===== src/sv/dspm_pkg.sv =====
`timescale 1ns / 1ps
// ----------------------------------------------------------------------------
// Dual sensor pedal map check - shared package
// Field widths, register indexes, error and check type codes, item types and
// the small helper functions used by the range check and the comparison.
// ----------------------------------------------------------------------------
package dspm_pkg;

  // Field widths.
  localparam int unsigned VAL_W     = 16;   // raw sensor readings and levels
  localparam int unsigned PCT_W     = 16;   // Q15 percentages
  localparam int unsigned CTRL_W    = 3;    // check control register
  localparam int unsigned CFG_IDX_W = 3;    // configuration register index
  localparam int unsigned ERR_W     = 2;
  localparam int unsigned TYPE_W    = 2;

  // Reciprocal of the span: 2^30 / (high - low), up to 31 quotient bits.
  localparam int unsigned QUO_W     = 31;
  localparam logic [QUO_W-1:0] MAP_NUMERATOR = 31'h4000_0000;
  localparam int unsigned PROD_W    = QUO_W + VAL_W;
  localparam int unsigned MAP_SHIFT = 15;

  // Configuration register indexes.
  localparam logic [CFG_IDX_W-1:0] REG_S1_LOW    = 3'd0;
  localparam logic [CFG_IDX_W-1:0] REG_S1_HIGH   = 3'd1;
  localparam logic [CFG_IDX_W-1:0] REG_S2_LOW    = 3'd2;
  localparam logic [CFG_IDX_W-1:0] REG_S2_HIGH   = 3'd3;
  localparam logic [CFG_IDX_W-1:0] REG_FAULT_MAX = 3'd4;
  localparam logic [CFG_IDX_W-1:0] REG_FAULT_MIN = 3'd5;
  localparam logic [CFG_IDX_W-1:0] REG_VERIFY    = 3'd6;
  localparam logic [CFG_IDX_W-1:0] REG_CHECK_CTL = 3'd7;

  // Error codes.
  localparam logic [ERR_W-1:0] ERR_NONE     = 2'd0;
  localparam logic [ERR_W-1:0] ERR_S1_FAIL  = 2'd1;
  localparam logic [ERR_W-1:0] ERR_S2_FAIL  = 2'd2;
  localparam logic [ERR_W-1:0] ERR_DISAGREE = 2'd3;

  // Second sensor check types (bits 2:1 of check control).
  localparam logic [TYPE_W-1:0] TYPE_COPY     = 2'd0;
  localparam logic [TYPE_W-1:0] TYPE_DIRECT   = 2'd1;
  localparam logic [TYPE_W-1:0] TYPE_INVERT   = 2'd2;
  localparam logic [TYPE_W-1:0] TYPE_COPY_ALT = 2'd3;

  typedef struct packed {
    logic [CFG_IDX_W-1:0] reg_index;
    logic [VAL_W-1:0]     wr_data;
  } cfg_wr_t;

  typedef struct packed {
    logic [VAL_W-1:0]  s1_low_level;
    logic [VAL_W-1:0]  s1_high_level;
    logic [VAL_W-1:0]  s2_low_level;
    logic [VAL_W-1:0]  s2_high_level;
    logic [VAL_W-1:0]  fault_max_level;
    logic [VAL_W-1:0]  fault_min_level;
    logic [VAL_W-1:0]  verify_range;
    logic [CTRL_W-1:0] check_control;
  } cfg_regs_t;

  typedef struct packed {
    logic [VAL_W-1:0] sample_one;
    logic [VAL_W-1:0] sample_two;
    logic             io_select;
  } in_item_t;

  typedef struct packed {
    logic [PCT_W-1:0] throttle_out;
    logic [ERR_W-1:0] error_code;
    logic [PCT_W-1:0] deviation;
    logic [VAL_W-1:0] excess_one;
    logic [VAL_W-1:0] excess_two;
  } out_item_t;

  // A reading is healthy inside [min, max]. With a nonzero check type the
  // select flag picks between "below min" and "inside the range".
  function automatic logic is_healthy(input logic [VAL_W-1:0]  x,
                                      input logic [VAL_W-1:0]  min_lvl,
                                      input logic [VAL_W-1:0]  max_lvl,
                                      input logic              io_sel,
                                      input logic [TYPE_W-1:0] chk_type);
    logic in_range;
    in_range = (x <= max_lvl) && (x >= min_lvl);
    if (chk_type != TYPE_COPY) begin
      return ((x < min_lvl) && !io_sel) || (in_range && io_sel);
    end
    return in_range;
  endfunction

  function automatic logic [VAL_W-1:0] excess_of(input logic [VAL_W-1:0] x,
                                                 input logic [VAL_W-1:0] min_lvl,
                                                 input logic [VAL_W-1:0] max_lvl);
    if (x > max_lvl) begin
      return x - max_lvl;
    end
    if (min_lvl > x) begin
      return min_lvl - x;
    end
    return '0;
  endfunction

  function automatic logic [PCT_W-1:0] abs_diff(input logic [PCT_W-1:0] a,
                                                input logic [PCT_W-1:0] b);
    return (a >= b) ? (a - b) : (b - a);
  endfunction

endpackage


===== src/sv/dspm_stream_if.sv =====
`timescale 1ns / 1ps
// ----------------------------------------------------------------------------
// Dual sensor pedal map check - valid/ready channel
// One item moves at a clock edge where valid and ready are both high.
// ----------------------------------------------------------------------------
interface dspm_stream_if #(
  parameter type payload_t = logic
);

  logic     valid;
  logic     ready;
  payload_t payload;

  modport source (output valid, output payload, input ready);
  modport sink   (input valid, input payload, output ready);

endinterface


===== src/sv/dual_sensor_pedal_map_check.sv =====
`timescale 1ns / 1ps
// ----------------------------------------------------------------------------
// Dual sensor pedal map check - top level
// Plausibility check for a pedal with two position sensors: range checks,
// Q15 mapping through a shared reciprocal divider and one multiplier, and
// comparison of the two mapped values.
// ----------------------------------------------------------------------------
//
//   Channel   Direction  Payload                                        Ready
//   cfg_if    in         reg_index, wr_data                             always
//   in_if     in         sample_one, sample_two, io_select              when idle
//   out_if    out        throttle_out, error_code, deviation,           -
//                        excess_one, excess_two
//
// An item occupies the block from acceptance to the next acceptance. When
// sensor 1 fails its range check the item goes straight to the final write;
// each mapping that needs a division waits on the 31-step bit-serial
// divider, then passes through a multiply, a saturate and a store state.
// A reading at or outside its map levels skips the divider.
// Reset clears the configuration registers and the held percentages and
// excess values. A result waits in the output register; the next item is
// taken meanwhile and only its final write waits for the register to drain.
//
module dual_sensor_pedal_map_check #(
  parameter int unsigned FULL_SCALE = 32768
) (
  input  logic          clk_i,
  input  logic          rst_ni,
  dspm_stream_if.sink   cfg_if,
  dspm_stream_if.sink   in_if,
  dspm_stream_if.source out_if
);
  import dspm_pkg::*;

  localparam logic [PCT_W-1:0] FullScale = PCT_W'(FULL_SCALE);
  localparam logic [PROD_W-MAP_SHIFT-1:0] FullScaleWide = (PROD_W-MAP_SHIFT)'(FULL_SCALE);

  // Sequencer states.
  localparam logic [2:0] ST_IDLE  = 3'd0;
  localparam logic [2:0] ST_CHECK = 3'd1;
  localparam logic [2:0] ST_DIV   = 3'd2;
  localparam logic [2:0] ST_MUL   = 3'd3;
  localparam logic [2:0] ST_SAT   = 3'd4;
  localparam logic [2:0] ST_POST  = 3'd5;
  localparam logic [2:0] ST_FIN   = 3'd6;

  cfg_regs_t cfg;

  dspm_cfg_regs u_cfg (
    .clk_i      (clk_i),
    .rst_ni     (rst_ni),
    .wr_valid_i (cfg_if.valid),
    .wr_ready_o (cfg_if.ready),
    .wr_i       (cfg_if.payload),
    .regs_o     (cfg)
  );

  // Control state.
  logic [2:0] state_q, state_d;
  logic       sel_q, sel_d;          // 0 works on sensor 1, 1 on sensor 2
  logic       out_valid_q, out_valid_d;

  // Held state of the check.
  logic [PCT_W-1:0] p1_q, p1_d;
  logic [PCT_W-1:0] p2_q, p2_d;
  logic [VAL_W-1:0] exc1_q, exc1_d;
  logic [VAL_W-1:0] exc2_q, exc2_d;

  // Working registers of the current item.
  logic [VAL_W-1:0]  x1_q, x1_d;
  logic [VAL_W-1:0]  x2_q, x2_d;
  logic              io_q, io_d;
  logic [ERR_W-1:0]  err_q, err_d;
  logic [PCT_W-1:0]  pct_q, pct_d;
  logic [PROD_W-1:0] prod_q, prod_d;
  out_item_t         out_q, out_d;

  // Shared divider.
  logic             div_start;
  logic             div_done;
  logic [QUO_W-1:0] quot;

  // Operands of the sensor now in work.
  logic [VAL_W-1:0]  cur_x, cur_lo, cur_hi;
  logic              cur_ok;
  logic [TYPE_W-1:0] chk_type;
  logic              chk_en;
  logic [PCT_W-1:0]  p2_new;
  logic              in_fire;

  assign chk_en   = cfg.check_control[0];
  assign chk_type = cfg.check_control[2:1];
  assign cur_x    = sel_q ? x2_q : x1_q;
  assign cur_lo   = sel_q ? cfg.s2_low_level  : cfg.s1_low_level;
  assign cur_hi   = sel_q ? cfg.s2_high_level : cfg.s1_high_level;
  assign cur_ok   = is_healthy(cur_x, cfg.fault_min_level, cfg.fault_max_level,
                               io_q, chk_type);

  dspm_divider u_div (
    .clk_i     (clk_i),
    .rst_ni    (rst_ni),
    .start_i   (div_start),
    .divisor_i (cur_hi - cur_lo),
    .done_o    (div_done),
    .quot_o    (quot)
  );

  assign in_if.ready    = (state_q == ST_IDLE);
  assign in_fire        = in_if.valid && in_if.ready;
  assign out_if.valid   = out_valid_q;
  assign out_if.payload = out_q;

  // Sensor 2 value after the check type is applied.
  always_comb begin
    case (chk_type)
      TYPE_DIRECT: p2_new = pct_q;
      TYPE_INVERT: p2_new = FullScale - pct_q;
      default:     p2_new = p1_q;
    endcase
  end

  always_comb begin
    state_d     = state_q;
    sel_d       = sel_q;
    out_valid_d = out_valid_q;
    p1_d        = p1_q;
    p2_d        = p2_q;
    exc1_d      = exc1_q;
    exc2_d      = exc2_q;
    x1_d        = x1_q;
    x2_d        = x2_q;
    io_d        = io_q;
    err_d       = err_q;
    pct_d       = pct_q;
    prod_d      = prod_q;
    out_d       = out_q;
    div_start   = 1'b0;

    if (out_valid_q && out_if.ready) begin
      out_valid_d = 1'b0;
    end

    case (state_q)
      ST_IDLE: begin
        if (in_fire) begin
          x1_d    = in_if.payload.sample_one;
          x2_d    = in_if.payload.sample_two;
          io_d    = in_if.payload.io_select;
          err_d   = ERR_NONE;
          sel_d   = 1'b0;
          state_d = ST_CHECK;
        end
      end
      ST_CHECK: begin
        if (!cur_ok) begin
          // A failed range check records how far the reading is out.
          if (sel_q) begin
            err_d  = ERR_S2_FAIL;
            exc2_d = excess_of(x2_q, cfg.fault_min_level, cfg.fault_max_level);
          end else begin
            err_d  = ERR_S1_FAIL;
            exc1_d = excess_of(x1_q, cfg.fault_min_level, cfg.fault_max_level);
          end
          state_d = ST_FIN;
        end else if (sel_q && !(chk_type inside {TYPE_DIRECT, TYPE_INVERT})) begin
          // Copy types take sensor 1's value, so no mapping is needed.
          state_d = ST_POST;
        end else if (cur_x <= cur_lo) begin
          pct_d   = '0;
          state_d = ST_POST;
        end else if (cur_x >= cur_hi) begin
          pct_d   = FullScale;
          state_d = ST_POST;
        end else begin
          div_start = 1'b1;
          state_d   = ST_DIV;
        end
      end
      ST_DIV: begin
        if (div_done) begin
          state_d = ST_MUL;
        end
      end
      ST_MUL: begin
        prod_d  = {{VAL_W{1'b0}}, quot} * {{QUO_W{1'b0}}, VAL_W'(cur_x - cur_lo)};
        state_d = ST_SAT;
      end
      ST_SAT: begin
        if (prod_q[PROD_W-1:MAP_SHIFT] > FullScaleWide) begin
          pct_d = FullScale;
        end else begin
          pct_d = prod_q[MAP_SHIFT+PCT_W-1:MAP_SHIFT];
        end
        state_d = ST_POST;
      end
      ST_POST: begin
        if (!sel_q) begin
          p1_d = pct_q;
          if (chk_en) begin
            sel_d   = 1'b1;
            state_d = ST_CHECK;
          end else begin
            state_d = ST_FIN;
          end
        end else begin
          p2_d = p2_new;
          if (abs_diff(p1_q, p2_new) > cfg.verify_range) begin
            err_d = ERR_DISAGREE;
          end
          state_d = ST_FIN;
        end
      end
      ST_FIN: begin
        if (!out_valid_q || out_if.ready) begin
          out_d.throttle_out = (err_q == ERR_S1_FAIL) ? '0 : p1_q;
          out_d.error_code   = err_q;
          out_d.deviation    = abs_diff(p1_q, p2_q);
          out_d.excess_one   = exc1_q;
          out_d.excess_two   = exc2_q;
          out_valid_d        = 1'b1;
          state_d            = ST_IDLE;
        end
      end
      default: begin
        state_d = ST_IDLE;
      end
    endcase
  end

  always_ff @(posedge clk_i or negedge rst_ni) begin
    if (!rst_ni) begin
      state_q     <= ST_IDLE;
      sel_q       <= 1'b0;
      out_valid_q <= 1'b0;
      p1_q        <= '0;
      p2_q        <= '0;
      exc1_q      <= '0;
      exc2_q      <= '0;
    end else begin
      state_q     <= state_d;
      sel_q       <= sel_d;
      out_valid_q <= out_valid_d;
      p1_q        <= p1_d;
      p2_q        <= p2_d;
      exc1_q      <= exc1_d;
      exc2_q      <= exc2_d;
    end
  end

  always_ff @(posedge clk_i) begin
    x1_q   <= x1_d;
    x2_q   <= x2_d;
    io_q   <= io_d;
    err_q  <= err_d;
    pct_q  <= pct_d;
    prod_q <= prod_d;
    out_q  <= out_d;
  end

endmodule


===== src/sv/dspm_cfg_regs.sv =====
`timescale 1ns / 1ps
// ----------------------------------------------------------------------------
// Dual sensor pedal map check - configuration registers
// Register file written over the configuration channel, always ready.
// ----------------------------------------------------------------------------
module dspm_cfg_regs (
  input  logic               clk_i,
  input  logic               rst_ni,
  input  logic               wr_valid_i,
  output logic               wr_ready_o,
  input  dspm_pkg::cfg_wr_t  wr_i,
  output dspm_pkg::cfg_regs_t regs_o
);
  import dspm_pkg::*;

  cfg_regs_t regs_q, regs_d;

  assign wr_ready_o = 1'b1;
  assign regs_o     = regs_q;

  always_comb begin
    regs_d = regs_q;
    if (wr_valid_i) begin
      case (wr_i.reg_index)
        REG_S1_LOW:    regs_d.s1_low_level    = wr_i.wr_data;
        REG_S1_HIGH:   regs_d.s1_high_level   = wr_i.wr_data;
        REG_S2_LOW:    regs_d.s2_low_level    = wr_i.wr_data;
        REG_S2_HIGH:   regs_d.s2_high_level   = wr_i.wr_data;
        REG_FAULT_MAX: regs_d.fault_max_level = wr_i.wr_data;
        REG_FAULT_MIN: regs_d.fault_min_level = wr_i.wr_data;
        REG_VERIFY:    regs_d.verify_range    = wr_i.wr_data;
        REG_CHECK_CTL: regs_d.check_control   = wr_i.wr_data[CTRL_W-1:0];
        default: ;
      endcase
    end
  end

  always_ff @(posedge clk_i or negedge rst_ni) begin
    if (!rst_ni) begin
      regs_q <= '0;
    end else begin
      regs_q <= regs_d;
    end
  end

endmodule


===== src/sv/dspm_divider.sv =====
`timescale 1ns / 1ps
// ----------------------------------------------------------------------------
// Dual sensor pedal map check - reciprocal divider
// Restoring divider, one quotient bit per cycle, computing 2^30 / divisor.
// ----------------------------------------------------------------------------
module dspm_divider (
  input  logic                      clk_i,
  input  logic                      rst_ni,
  input  logic                      start_i,
  input  logic [dspm_pkg::VAL_W-1:0] divisor_i,
  output logic                      done_o,
  output logic [dspm_pkg::QUO_W-1:0] quot_o
);
  import dspm_pkg::*;

  localparam int unsigned CntW = $clog2(QUO_W);
  localparam logic [CntW-1:0] LastStep = CntW'(QUO_W - 1);

  logic            busy_q, busy_d;
  logic            done_q, done_d;
  logic [CntW-1:0] cnt_q, cnt_d;
  logic [VAL_W-1:0] div_q, div_d;
  logic [VAL_W-1:0] rem_q, rem_d;
  logic [QUO_W-1:0] quo_q, quo_d;

  logic [VAL_W:0] rem_sh;
  logic           fits;

  // The dividend shifts out of the top of the quotient register while
  // quotient bits shift in at the bottom.
  assign rem_sh = {rem_q, quo_q[QUO_W-1]};
  assign fits   = rem_sh >= {1'b0, div_q};

  always_comb begin
    busy_d = busy_q;
    done_d = 1'b0;
    cnt_d  = cnt_q;
    div_d  = div_q;
    rem_d  = rem_q;
    quo_d  = quo_q;
    if (start_i) begin
      busy_d = 1'b1;
      cnt_d  = '0;
      div_d  = divisor_i;
      rem_d  = '0;
      quo_d  = MAP_NUMERATOR;
    end else if (busy_q) begin
      rem_d = fits ? VAL_W'(rem_sh - {1'b0, div_q}) : rem_sh[VAL_W-1:0];
      quo_d = {quo_q[QUO_W-2:0], fits};
      cnt_d = cnt_q + 1'b1;
      if (cnt_q == LastStep) begin
        busy_d = 1'b0;
        done_d = 1'b1;
      end
    end
  end

  always_ff @(posedge clk_i or negedge rst_ni) begin
    if (!rst_ni) begin
      busy_q <= 1'b0;
      done_q <= 1'b0;
      cnt_q  <= '0;
    end else begin
      busy_q <= busy_d;
      done_q <= done_d;
      cnt_q  <= cnt_d;
    end
  end

  always_ff @(posedge clk_i) begin
    div_q <= div_d;
    rem_q <= rem_d;
    quo_q <= quo_d;
  end

  assign done_o = done_q;
  assign quot_o = quo_q;

endmodule


===== src/flat_wrapper.sv =====
// flat-port wrapper written by rule: the top's interface ports become plain ports
module dual_sensor_pedal_map_check_flat import dspm_pkg::*;
#(
  parameter int unsigned FULL_SCALE = 32768
)
  (clk_i, rst_ni, cfg_if_valid, cfg_if_payload, cfg_if_ready, in_if_valid, in_if_payload, in_if_ready, out_if_valid, out_if_payload, out_if_ready);
  dspm_stream_if #(.payload_t(cfg_wr_t)) cfg_if_i ();
  dspm_stream_if #(.payload_t(in_item_t)) in_if_i ();
  dspm_stream_if #(.payload_t(out_item_t)) out_if_i ();
  input  logic clk_i;
  input  logic rst_ni;
  input wire logic [$bits(cfg_if_i.valid)-1:0] cfg_if_valid;
  input wire logic [$bits(cfg_if_i.payload)-1:0] cfg_if_payload;
  output wire logic [$bits(cfg_if_i.ready)-1:0] cfg_if_ready;
  input wire logic [$bits(in_if_i.valid)-1:0] in_if_valid;
  input wire logic [$bits(in_if_i.payload)-1:0] in_if_payload;
  output wire logic [$bits(in_if_i.ready)-1:0] in_if_ready;
  output wire logic [$bits(out_if_i.valid)-1:0] out_if_valid;
  output wire logic [$bits(out_if_i.payload)-1:0] out_if_payload;
  input wire logic [$bits(out_if_i.ready)-1:0] out_if_ready;
  assign cfg_if_i.valid = cfg_if_valid;
  assign cfg_if_i.payload = cfg_if_payload;
  assign cfg_if_ready = cfg_if_i.ready;
  assign in_if_i.valid = in_if_valid;
  assign in_if_i.payload = in_if_payload;
  assign in_if_ready = in_if_i.ready;
  assign out_if_valid = out_if_i.valid;
  assign out_if_payload = out_if_i.payload;
  assign out_if_i.ready = out_if_ready;
  dual_sensor_pedal_map_check #(.FULL_SCALE(FULL_SCALE)) u_core (.clk_i(clk_i), .rst_ni(rst_ni), .cfg_if(cfg_if_i), .in_if(in_if_i), .out_if(out_if_i));
endmodule

===== config.mk =====
export PLATFORM = sky130hd
export DESIGN_NAME = dual_sensor_pedal_map_check_flat
export DESIGN_NICKNAME = d
export VERILOG_FILES = /design/src/sv/dspm_pkg.sv /design/src/sv/dspm_stream_if.sv /design/src/sv/dual_sensor_pedal_map_check.sv /design/src/sv/dspm_cfg_regs.sv /design/src/sv/dspm_divider.sv /design/src/flat_wrapper.sv
export SDC_FILE = /design/constraint.sdc
export NUM_CORES = 2
export LEC_CHECK = 0
export CORE_UTILIZATION = 60
export CTS_CLUSTER_SIZE = 40
export DETAILED_ROUTE_END_ITERATION = 8
export DONT_BUFFER_PORTS = 1
export PLACE_DENSITY = 0.76
export SYNTH_ARGS = -nofsm -noshare
export SYNTH_HDL_FRONTEND = slang
export SYNTH_HIERARCHICAL = 1
export SYNTH_SLANG_ARGS = --single-unit

===== constraint.sdc =====
create_clock -name clk_i -period 25.2 [get_ports clk_i]
set_input_delay 5.04 -clock clk_i [delete_from_list [all_inputs] [get_ports clk_i]]
set_output_delay 5.04 -clock clk_i [all_outputs]
set_load 0.03 [all_outputs]

==> metrics.md <==
| Metric | Value |
|---|---|
| Critical Path Most Common Cell | fa_1 |
| Drt first pass iters | 8 |
| Ports | 126 |
| Sequential fraction of the synthesis area | 26.2% |
| Worst path max stage delay | 0.97 ns |
| CTS clock-pin slew for the worst setup and hold paths | 0.06 ns |
| First-pass GRT wire length | 167 mm |
| Peak fanout along the critical path | 66 |
| Syn Nets | 5,089 |
| Post-Synth Simple-Gate Area | 14.0% |
| Post_cts resized | 0 |
| Chip width | 263 um |
| FMAX | 90.9 MHz |
| Clk_skew | 0.0411 ns |
| Cts bufs inserted | 44 |
| Synth Warn # | 6 |
| # DRC | 0 |
| Total wire length | 103 mm |
| Routability cong. | 0.972 |
| Register bit total from synthesis | 403 |
| Cell Area, Synth | 40,800 um2 |
| Worst setup EP type | flip-flop |
| Setup TNS | 0 ns |
| Placement Setup Slack | 14.36 ns |
| Netlist cell types | 100 |
| Worst setup path class | reg2reg |
| Longest Clk Path Bufs | 3 |
| Compound-Gate Fraction of Synth Area | 10.8% |
| Antenna viol nets, final | 0 |
| RSZ-0062 raised after global routing | no |
| Minimum clock period | 11.00 ns |
| Die height | 263 um |
| XOR/XNOR Fraction of Synth Area | 3.27% |
| Placed cell count | 4,995 |
| Proportion of synthesized area in mux cells | 5.75% |
| Cell Count, Final, Fillers Out | 5,079 |
| Layout cell share with drive strength beyond 1 | 7.16% |
| CP max stage cell | xor2_4 |
| Overall routing resource usage | 30.5% |
| Worst min path class | reg2reg |
| Pin count of the biggest net entering global routing | 192 |
| CTS Hold Bufs | 0 |
| CP Launch Type | flip-flop |
| Mean Syn Cell Area | 9.57 um2 |
| Fin util | 64.1% |
| Initial drt markers | 2,125 |
| Worst-margin pin slew | 1.24 ns |
| Top_reg_cell synth | dfrtp_1 |
| WP data required | 25.52 ns |
| CTS tree | yes |
| Fraction of registers with async set/reset | 47.4% |
| Vias in the first global route | 31,433 |
| DR vias | 30,187 |
| HPWL after detailed placement | 75.9 mm |
| Number of flops mapped to enable cells by yosys | 165 |
| Initial antenna violation count | 2 |
| Largest family of logic cells by synthesized area | adder cells |
| Status | complete, no violations |
| Max-slew violations | 0 |
| CTS root buf | clkbuf_16 |
| Fin. Hold Viols | 0 |
| Number of H-tree levels | 2 |
| Layout Nets | 5,000 |
| Area Growth Syn to Fin | 5.70% |
| Worst EP arrival | 11.32 ns |
| Core ar. | 67,200 um2 |
| Max cap viols | 0 |
| Die area | 69,000 um2 |
| Period utilisation layout | 43.7% |
| Drt via density | 5.94 |
| Rel. slew slack | 17.5% |
| Final setup fails | 0 |
| Initial Util | 60.7% |
| Setup ws final | 14.20 ns |
| Port Buffers | 0 |
| Num rows | 95 |
| Worst-skew pair later-pin latency | 0.61 ns |
| WL per Instance | 20.2 um |
| Post-Syn Instances | 4,257 |
| Global route overflow | 0 |
| Post-CTS setup buffer count | 0 |
| Clk sinks | 403 |
| Adder-cell area share of the yosys netlist | 31.4% |
## synthesized netlist by cell type, types with 7 or more instances
master	count	share of area [%]
inv_1	704	6.5
nand2_1	488	4.5
fa_1	414	20
ha_1	361	11
dfrtp_1	191	12
and2_1	190	2.9
o21ai_0	177	2.2
edfxtp_1	165	12
nor2_1	153	1.4
a21oi_1	146	1.8
clkbuf_1	132	1.2
mux2_2	120	3.3
xnor2_1	90	1.9
mux2i_1	84	2.1
a21o_1	78	1.4
xor2_1	62	1.3
nand2b_1	54	0.83
nand4_1	54	0.83
dfxtp_1	47	2.3
nor3_1	44	0.54
nor2b_1	40	0.61
o21a_1	36	0.66
a211oi_1	31	0.57
nand3_1	29	0.36
o21bai_1	22	0.41
nor4_1	21	0.32
a31oi_1	20	0.31
o22a_1	18	0.39
buf_2	16	0.20
or3_1	15	0.23
and3_1	13	0.20
o211ai_1	13	0.24
a22oi_1	11	0.20
mux2_4	10	0.37
o22ai_1	9	0.14
buf_4	8	0.15
o21ai_1	8	0.098
or2_2	8	0.12
a41oi_1	7	0.15
buf_6	7	0.19
nor3b_1	7	0.13
o41ai_1	7	0.15
## worst max-delay path, delay by kind of cell (launching register included)
| kind | cells | cell delay (ns) |
|---|---|---|
| buf+inv | 5 | 0.92 |
| mux | 1 | 0.54 |
| flops | 1 | 0.48 |
| xor+xnor | 2 | 1.12 |
| compound gates | 11 | 3.00 |
| simple gates | 3 | 0.63 |
| fa+ha+maj | 9 | 3.99 |
## layout by cell type, fill, tap and decap left out, drive strengths merged, types with 13 or more instances in the layout
cell / netlist / routed
a211oi: 32 / 32
a21o: 78 / 78
a21oi: 147 / 147
a31oi: 20 / 20
and2: 190 / 190
and3: 13 / 13
buf: 37 / 41
clkbuf: 135 / 66
dfrtp: 191 / 191
dfxtp: 47 / 47
edfxtp: 165 / 165
fa: 414 / 414
ha: 361 / 361
inv: 704 / 708
mux2: 130 / 130
mux2i: 84 / 84
nand2: 488 / 488
nand2b: 54 / 54
nand3: 29 / 29
nand4: 54 / 54
nor2: 153 / 153
nor2b: 40 / 40
nor3: 45 / 45
nor4: 23 / 23
o211ai: 13 / 13
o21a: 36 / 36
o21ai: 190 / 190
o21bai: 22 / 22
o22a: 18 / 18
or3: 20 / 20
xnor2: 90 / 90
xor2: 62 / 62
## flip-flops by register name, summed over array words and instances, names as in the netlist
register               cells
u_core/out_if.payload     66
u_core/u_div/busy_q        1
u_core/u_div/done_o        1
u_core/state_q             3
u_core/io_q                1
u_core/x1_q               16
u_core/exc1_q             16
u_core/p1_q               16
u_core/u_div/cnt_q         5
u_core/err_q               2
u_core/pct_q              16
u_core/u_div/rem_q        16
u_core/u_div/div_q        16
u_core/u_cfg/regs_o      115
u_core/exc2_q             16
u_core/prod_q             32
u_core/x2_q               16
u_core/u_div/quot_o       31
u_core/p2_q               16
u_core/out_if.valid        1
u_core/sel_q               1
## metal layers
layer,share of wire [%],track usage (%)
met5,0,0
met3,6.3,4.37
met2,48,52.3
met4,4.8,13.4
met1,41,38.6
## cell type report
cell class | instances | area [um2]
Sequential cell | 403 | 10700
Antenna cell | 2 | 5.00
Clock buffer | 66 | 1330
Tap cell | 873 | 1090
Inverter | 704 | 2640
Clock inverter | 16 | 213
Fill cell | 5442 | 24100
Multi-Input combinational cell | 2974 | 26800
Timing Repair Buffer | 41 | 308
## logic make-up (layout without fill, tap and decap cells)
group,Yosys count,count (layout)
flops,403,403
other cells,1,3
compound gates,673,673
fa+ha+maj,775,775
buf+inv,880,827
simple gates,1159,1159
mux,214,214
xor+xnor,152,152
## worst paths after layout
kind / start / to / slack, ns / cells past startpoint
setup / recovery: u_core/sel_q$_DFFE_PN0P_ / u_core/prod_q[28]$_DFFE_PN_ / 14.20 / 31
hold / removal: u_core/exc1_q[11]$_DFFE_PN0P_ / u_core/out_if.payload[27]$_DFFE_PP_ / 0.44 / 0
setup reg to reg: u_core/sel_q$_DFFE_PN0P_ / u_core/prod_q[28]$_DFFE_PN_ / 14.20 / 31
hold reg to reg: u_core/exc1_q[11]$_DFFE_PN0P_ / u_core/out_if.payload[27]$_DFFE_PP_ / 0.44 / 0
max in group asynchronous: rst_ni / u_core/u_cfg/regs_o[69]$_DFFE_PN0P_ / 20.81 / 0
min in group asynchronous: rst_ni / u_core/exc1_q[4]$_DFFE_PN0P_ / 4.13 / 0
## per-stage QoR
step                instance area (um2)  hold WS, ns
floorplan                         40800        0.416
global placement                  41500        0.427
detailed placement                41500        0.429
CTS                               43100        0.443
global route                      43100        0.449
finish                            43100        0.440
Power is not shown: default switching activity piles up to over one toggle a cycle in this logic, so the estimate is an artifact.
